--- src/rtl/hsdd_pkg.sv ---
// Shared types and constants of the duplicate detector.
`timescale 1ns / 1ps

package hsdd_pkg;

   // Entries in the value pool, one cell each
   localparam int unsigned POOL_ENTRIES = 128;

   typedef struct packed {
      logic signed [31:0] value;
      logic               set_end;
   } req_type;

   typedef struct packed {
      logic signed [31:0] echo_value;
      logic               is_repeat;
      logic               done_res;
      logic               none_repeated;
      logic               overflow;
   } rsp_type;

   // Item travelling along the cell row
   typedef struct packed {
      logic               vld;
      logic signed [31:0] value;
      logic               last;
      logic               found;
      logic               stored;
   } tok_type;

endpackage

--- src/rtl/hsdd_cell.sv ---
// One pool cell: holds one stored value and checks each passing item.
`timescale 1ns / 1ps

module hsdd_cell import hsdd_pkg::*; (
   input  logic    clock,
   input  logic    reset,
   input  logic    advance,
   input  tok_type tok_in,
   output tok_type tok_out
);

   tok_type            tok_ff;
   logic               entry_valid_ff;
   logic               entry_valid_in;
   logic signed [31:0] entry_value_ff;
   logic signed [31:0] entry_value_in;
   logic               hit;
   logic               claim;

   // Compare the item here against the stored entry
   assign hit = tok_ff.vld && entry_valid_ff && (entry_value_ff == tok_ff.value);

   // First free cell seen by a new value takes it
   assign claim = tok_ff.vld && !entry_valid_ff && !tok_ff.found && !tok_ff.stored;

   // Pass the item on with its updated flags
   always_comb begin
      tok_out        = tok_ff;
      tok_out.found  = tok_ff.found | hit;
      tok_out.stored = tok_ff.stored | claim;
   end

   // Store on claim; drop the entry when the set's last item passes
   always_comb begin
      entry_valid_in = entry_valid_ff;
      entry_value_in = entry_value_ff;
      if (tok_ff.vld && tok_ff.last) begin
         entry_valid_in = 1'b0;
      end else if (claim) begin
         entry_valid_in = 1'b1;
         entry_value_in = tok_ff.value;
      end
   end

   // Hold everything while the row is stalled
   always_ff @(posedge clock) begin
      if (reset) begin
         tok_ff         <= '0;
         entry_valid_ff <= 1'b0;
      end else if (advance) begin
         tok_ff         <= tok_in;
         entry_valid_ff <= entry_valid_in;
      end
   end

   always_ff @(posedge clock) begin
      if (advance) begin
         entry_value_ff <= entry_value_in;
      end
   end

endmodule

--- config.mk ---
export PLATFORM = sky130hd
export DESIGN_NAME = hsdd_cell
export DESIGN_NICKNAME = d
export VERILOG_FILES = /design/src/rtl/hsdd_pkg.sv /design/src/rtl/hsdd_cell.sv
export SDC_FILE = /design/constraint.sdc
export NUM_CORES = 1
export LEC_CHECK = 0
export ABC_AREA = 1
export BUFFER_PORTS_ARGS = -buffer_cell sky130_fd_sc_hd__buf_2
export CAP_MARGIN = 25
export CELL_PAD_IN_SITES_DETAIL_PLACEMENT = 2
export CELL_PAD_IN_SITES_GLOBAL_PLACEMENT = 2
export CORE_ASPECT_RATIO = 0.5
export CORE_UTILIZATION = 28
export CTS_CLUSTER_DIAMETER = 40
export DETAILED_ROUTE_END_ITERATION = 10
export PLACE_DENSITY = 0.77
export SETUP_SLACK_MARGIN = 0.1
export SYNTH_ARGS = -nofsm -noshare
export SYNTH_HDL_FRONTEND = slang
export SYNTH_SLANG_ARGS = --single-unit
--- constraint.sdc ---
create_clock -name clock -period 2.6 [get_ports clock]
set_input_delay 0.26 -clock clock [delete_from_list [all_inputs] [get_ports clock]]
set_output_delay 0.26 -clock clock [all_outputs]
set_load 0.005 [all_outputs]
[Yosys cells after proc, flatten, opt, wreduce, memory -nomap -nowiden]
Index checks and enable logic that the tools add are counted.
Storage, ports and cells
  register bits: 69
  bits in latches: 0
  memory bits (writable): 0
  ROM bits: 0
  bits of input ports: 39
  output and inout port bits: 36
  logic and storage cells: 25
  memories kept: 0
Cells by class
  $add $sub $neg: 0
  multiply operators: 0
  divide/modulo/power cells: 0
  $lt $le $gt $ge: 0
  equal/unequal tests: 1
  shift-type cells: 0
  muxes and demuxes: 2
  bitwise logic cells: 3
  reduce and logical (&&, ||, !) cells: 12
Operators by type and width (number)
  == test 32 bit: 1
  logical AND 1 bit: 6
  zero test 1 bit: 3
  AND reduction 3 bit: 1
  2-to-1 mux 1 bit: 2
  OR 1 bit: 2
  AND reduction 2 bit: 1
  nonzero test 2 bit: 1
  NOT 1 bit: 1

[Longest topological paths before layout]
  depth after elaboration: 6
  gate-level depth with buffers: 10
  gate-level depth less buffers: 10

[Worst setup path before layout]
No wires, ideal clock.
  kind: reg-to-reg
  start: reg tok_ff (netlist bit tok_out[35])
  end: reg entry_value_ff[0] (enable)
  data arrival time: 2216 ps
  required time: 2168 ps
  slack: -48 ps
  cell stages (with the launch flop): 5
  buffers on the path: 0
  clock period less this slack: 2648 ps
  path through: dfxtp_1 -> nand3_1 -> nor2_1 -> nand2_1 -> a21oi_1
On the way
  word-level cells in the longest chain between the ends: 4
Ends and longest elaborated chain
  start: declaration: line hsdd_cell.sv:12  | tok_type tok_ff;
  start signal: assignment: line hsdd_cell.sv:51  | tok_ff <= tok_in;
  logical AND 1 bit (3 in a row): line hsdd_cell.sv:24  | assign claim = tok_ff.vld && !entry_valid_ff && !tok_ff.found && !tok_ff.stored;
  AND reduction 3 bit (no line) *
  end signal: assignment: line hsdd_cell.sv:58  | entry_value_ff <= entry_value_in;
  end: declaration: line hsdd_cell.sv:15  | logic signed [31:0] entry_value_ff;
Mark *: on every way between the ends. The rest lies on a longest branch, timed or not.
A chain may end at the register's enable or synchronous reset.

==> impl_metrics.json <==
{
  "status": "completed",
  "reg2regPathDepth": 5,
  "synth.avg_cell_area_um2": 8.89,
  "fin_nets": 430,
  "cts.repair.resized": 0,
  "hold_path.class": "primary input to flip-flop",
  "wl_per_cell_um": 14.7,
  "swShare_pct": 23.1,
  "clkTransAtPathRegs_ns": 0.06,
  "gp_congestion": 0.674,
  "required_ns": 2.34,
  "max_slew_margin_pct": 59.5,
  "setup.worst_path.class": "flip-flop to primary output",
  "gr-total-overflow": 0,
  "cp_cell_sequence": "inv_1, nand2_1, nand4_1, nor2_1, nand2_2, nor2_2, nand2_1, nand2_1, buf_2",
  "netlist_top_cells_area": "edfxtp_1 31%, dfxtp_1 24%, buf_4 9.0%",
  "drt_wl_total_um": 7900,
  "p_leak_nw": 1.62,
  "p_per_area_nw_per_um2": 740,
  "vias_per_cell": 4.40,
  "start_kind": "flip-flop",
  "preCtsSetupSlack_ns": 0.747,
  "stdcell_count": 536,
  "critPathLaunch": "tok_out[10]",
  "synth_edf_count": 32,
  "dp_hpwl_um": 5740,
  "core_area_um2": 10400,
  "placed_area_um2": 3360,
  "cts_num_sinks": 69,
  "critPathMaxFanout": 4,
  "drc": 0,
  "grt_pass1_vias": 2533,
  "r2r_start": "tok_out[35]",
  "dieArea_um2": 11500,
  "die_y_um": 76.2,
  "comb_power_share_pct": 8.6,
  "power.net_switching_uw": 626,
  "grt_pass1_wl_um": 12800,
  "synth.cells.most_frequent": "54 x nand2_1, 50 x nor2_1, 37 x buf_4, 37 x dfxtp_1",
  "die_w_um": 150,
  "antenna_cells": 0,
  "htreeDepth": 3,
  "postLayoutCellArea_um2": 3660,
  "tightest_slew_ns": 0.606,
  "syn_area_um2": 3090,
  "power.internal_mw": 2.08,
  "synthArstFlopShare_pct": 0,
  "cts_made_buffers": 9,
  "synth_ff_type": "dfxtp_1",
  "rr_endpoint": "entry_value_ff[6]",
  "drive_gt1_share_pct": 28.0,
  "antenna_found_initial": 0,
  "yosys.area.top_type": "edfxtp_1",
  "grt_start_max_net_pins": 38,
  "io_buffers": 74,
  "min_period_ns": 1.89,
  "rows": 26,
  "pwr-share-seq_pct": 45.9,
  "grt_usage_pct": 14.8,
  "postCtsHoldBufs": 0,
  "clkLatencyLatePin_ns": 0.33,
  "ys_warn_count": 0,
  "hold_end": "tok_out[5]",
  "finClkSkew_ns": 0.00517,
  "start_util_pct": 29.5,
  "cts_root_buf": "clkbuf_16",
  "min_from": "tok_in[5]",
  "io-pin-count": 75,
  "syn_nets": 386,
  "hold_depth": 3,
  "worstSetupEndpointType": "primary output",
  "clock_power_share_pct": 45.5,
  "placed_cells_incl_taps": 520,
  "setup_ws_ns": 0.706,
  "dr.pass1.iters": 4,
  "worst_hold_slack_ns": 0.149,
  "ys_seq_area_share_pct": 55.2,
  "setup_viol": 0,
  "period_share_pct": 72.9,
  "cts.path.max_buffers": 2,
  "final-hold-violation-count": 0,
  "cp_slowest_cell": "dfxtp_1",
  "maxCapViolCount": 0,
  "syn_to_final_growth_pct": 18.7,
  "yosysMostFrequentCell": "nand2_1",
  "synthCells": 347,
  "cts_tree": "built",
  "ant_nets": 0,
  "finalSetupTns_ns": 0,
  "ir_worst_vdd_mv": 0.371,
  "max_freq_mhz": 528,
  "vias": 2358,
  "r2r_slack_ns": 0.73,
  "rsz0062_at_grt": "no",
  "synth_seq_cells": 69,
  "postCtsSetupRepairBufs": 0,
  "synth_top_area_share_pct": 31.1,
  "cpPeakStageDelay_ns": 0.39,
  "crit_top_cell": "nand2_1",
  "first_iter_violations": 82,
  "crit_arrival_ns": 1.63,
  "synth_cell_type_count": 25,
  "drv_slew": 0
}
power groups by stage:
stage	logic, mW	registers (mW)	clock network [mW]
detailed placement	0.235	1.27	0
CTS	0.240	1.25	1.26
finish	0.232	1.24	1.23
global route	0.264	1.25	1.30
floorplan	0.180	1.25	0
global placement	0.226	1.27	0
worst max-delay path, delay by kind of cell (launching register included):
family	cells	cell delay (ns)
flip-flops	1	0.39
buffers and inverters	2	0.21
AND/OR/NAND/NOR	7	0.69
kinds of logic after synthesis:
group,count (synthesis),share of synthesized area (%)
compound gates,60,10.3
xor+xnor,9,2.55
buf+inv,86,15.6
flops,69,55.1
simple gates,123,16.5
through the flow:
step                util (%)  power, mW
detailed placement      32.2       1.50
floorplan                  -       1.43
global route            35.1       2.82
finish                  35.1       2.71
global placement        32.2       1.49
CTS                     35.1       2.75
flip-flops by register name, indices dropped and copies added, names as in the netlist:
register / cells
tok_out: 34
entry_value_ff: 32
tok_ff: 2
entry_valid_ff: 1
cells in the final DEF, fill, tap and decap left out, drive strengths merged:
cell type,netlist,final
buf,42,78
or2,4,4
o22ai,1,1
dfxtp,37,37
nand2,55,55
a21oi,22,22
xnor2,7,7
clkinvlp,0,1
nand3,8,8
o21ai,37,37
inv,41,41
clkinv,0,2
nor2,52,52
nand4,3,3
xor2,2,2
bufinv,0,1
nor3,1,1
edfxtp,32,32
clkbuf,3,12
worst max path at each step:
stage | endpoint | slack [ns] | cells after the start
final | tok_out[1] | 0.71 | 9
after global routing | tok_out[1] | 0.53 | 8
after CTS | tok_out[1] | 0.66 | 9
after detailed placement | entry_value_ff[6] | 0.75 | 5
after global placement | entry_value_ff[6] | 0.81 | 5
after floorplan | entry_value_ff[0] | 0.64 | 4
layout make-up:
cell class	count	area, µm²
Multi-Input combinational cell	192	915
Fill cell	1171	6780
Inverter	41	154
Timing Repair Buffer	78	413
Sequential cell	69	1700
Tap cell	140	175
Clock buffer	12	256
Clock inverter	4	46.3
metal layers:
metal  routed length (µm)  vias up  part of all wire [%]  global-route usage (%)
met5                    0        -                     0                       0
li1                     -     1162                     -                       -
met1                 3530     1156                    45                    17.0
met4                  108        0                   1.4                    5.45
met2                 3980       30                    50                    26.1
met3                  287       10                   3.6                    4.25
(Power assumes the default switching activity.)
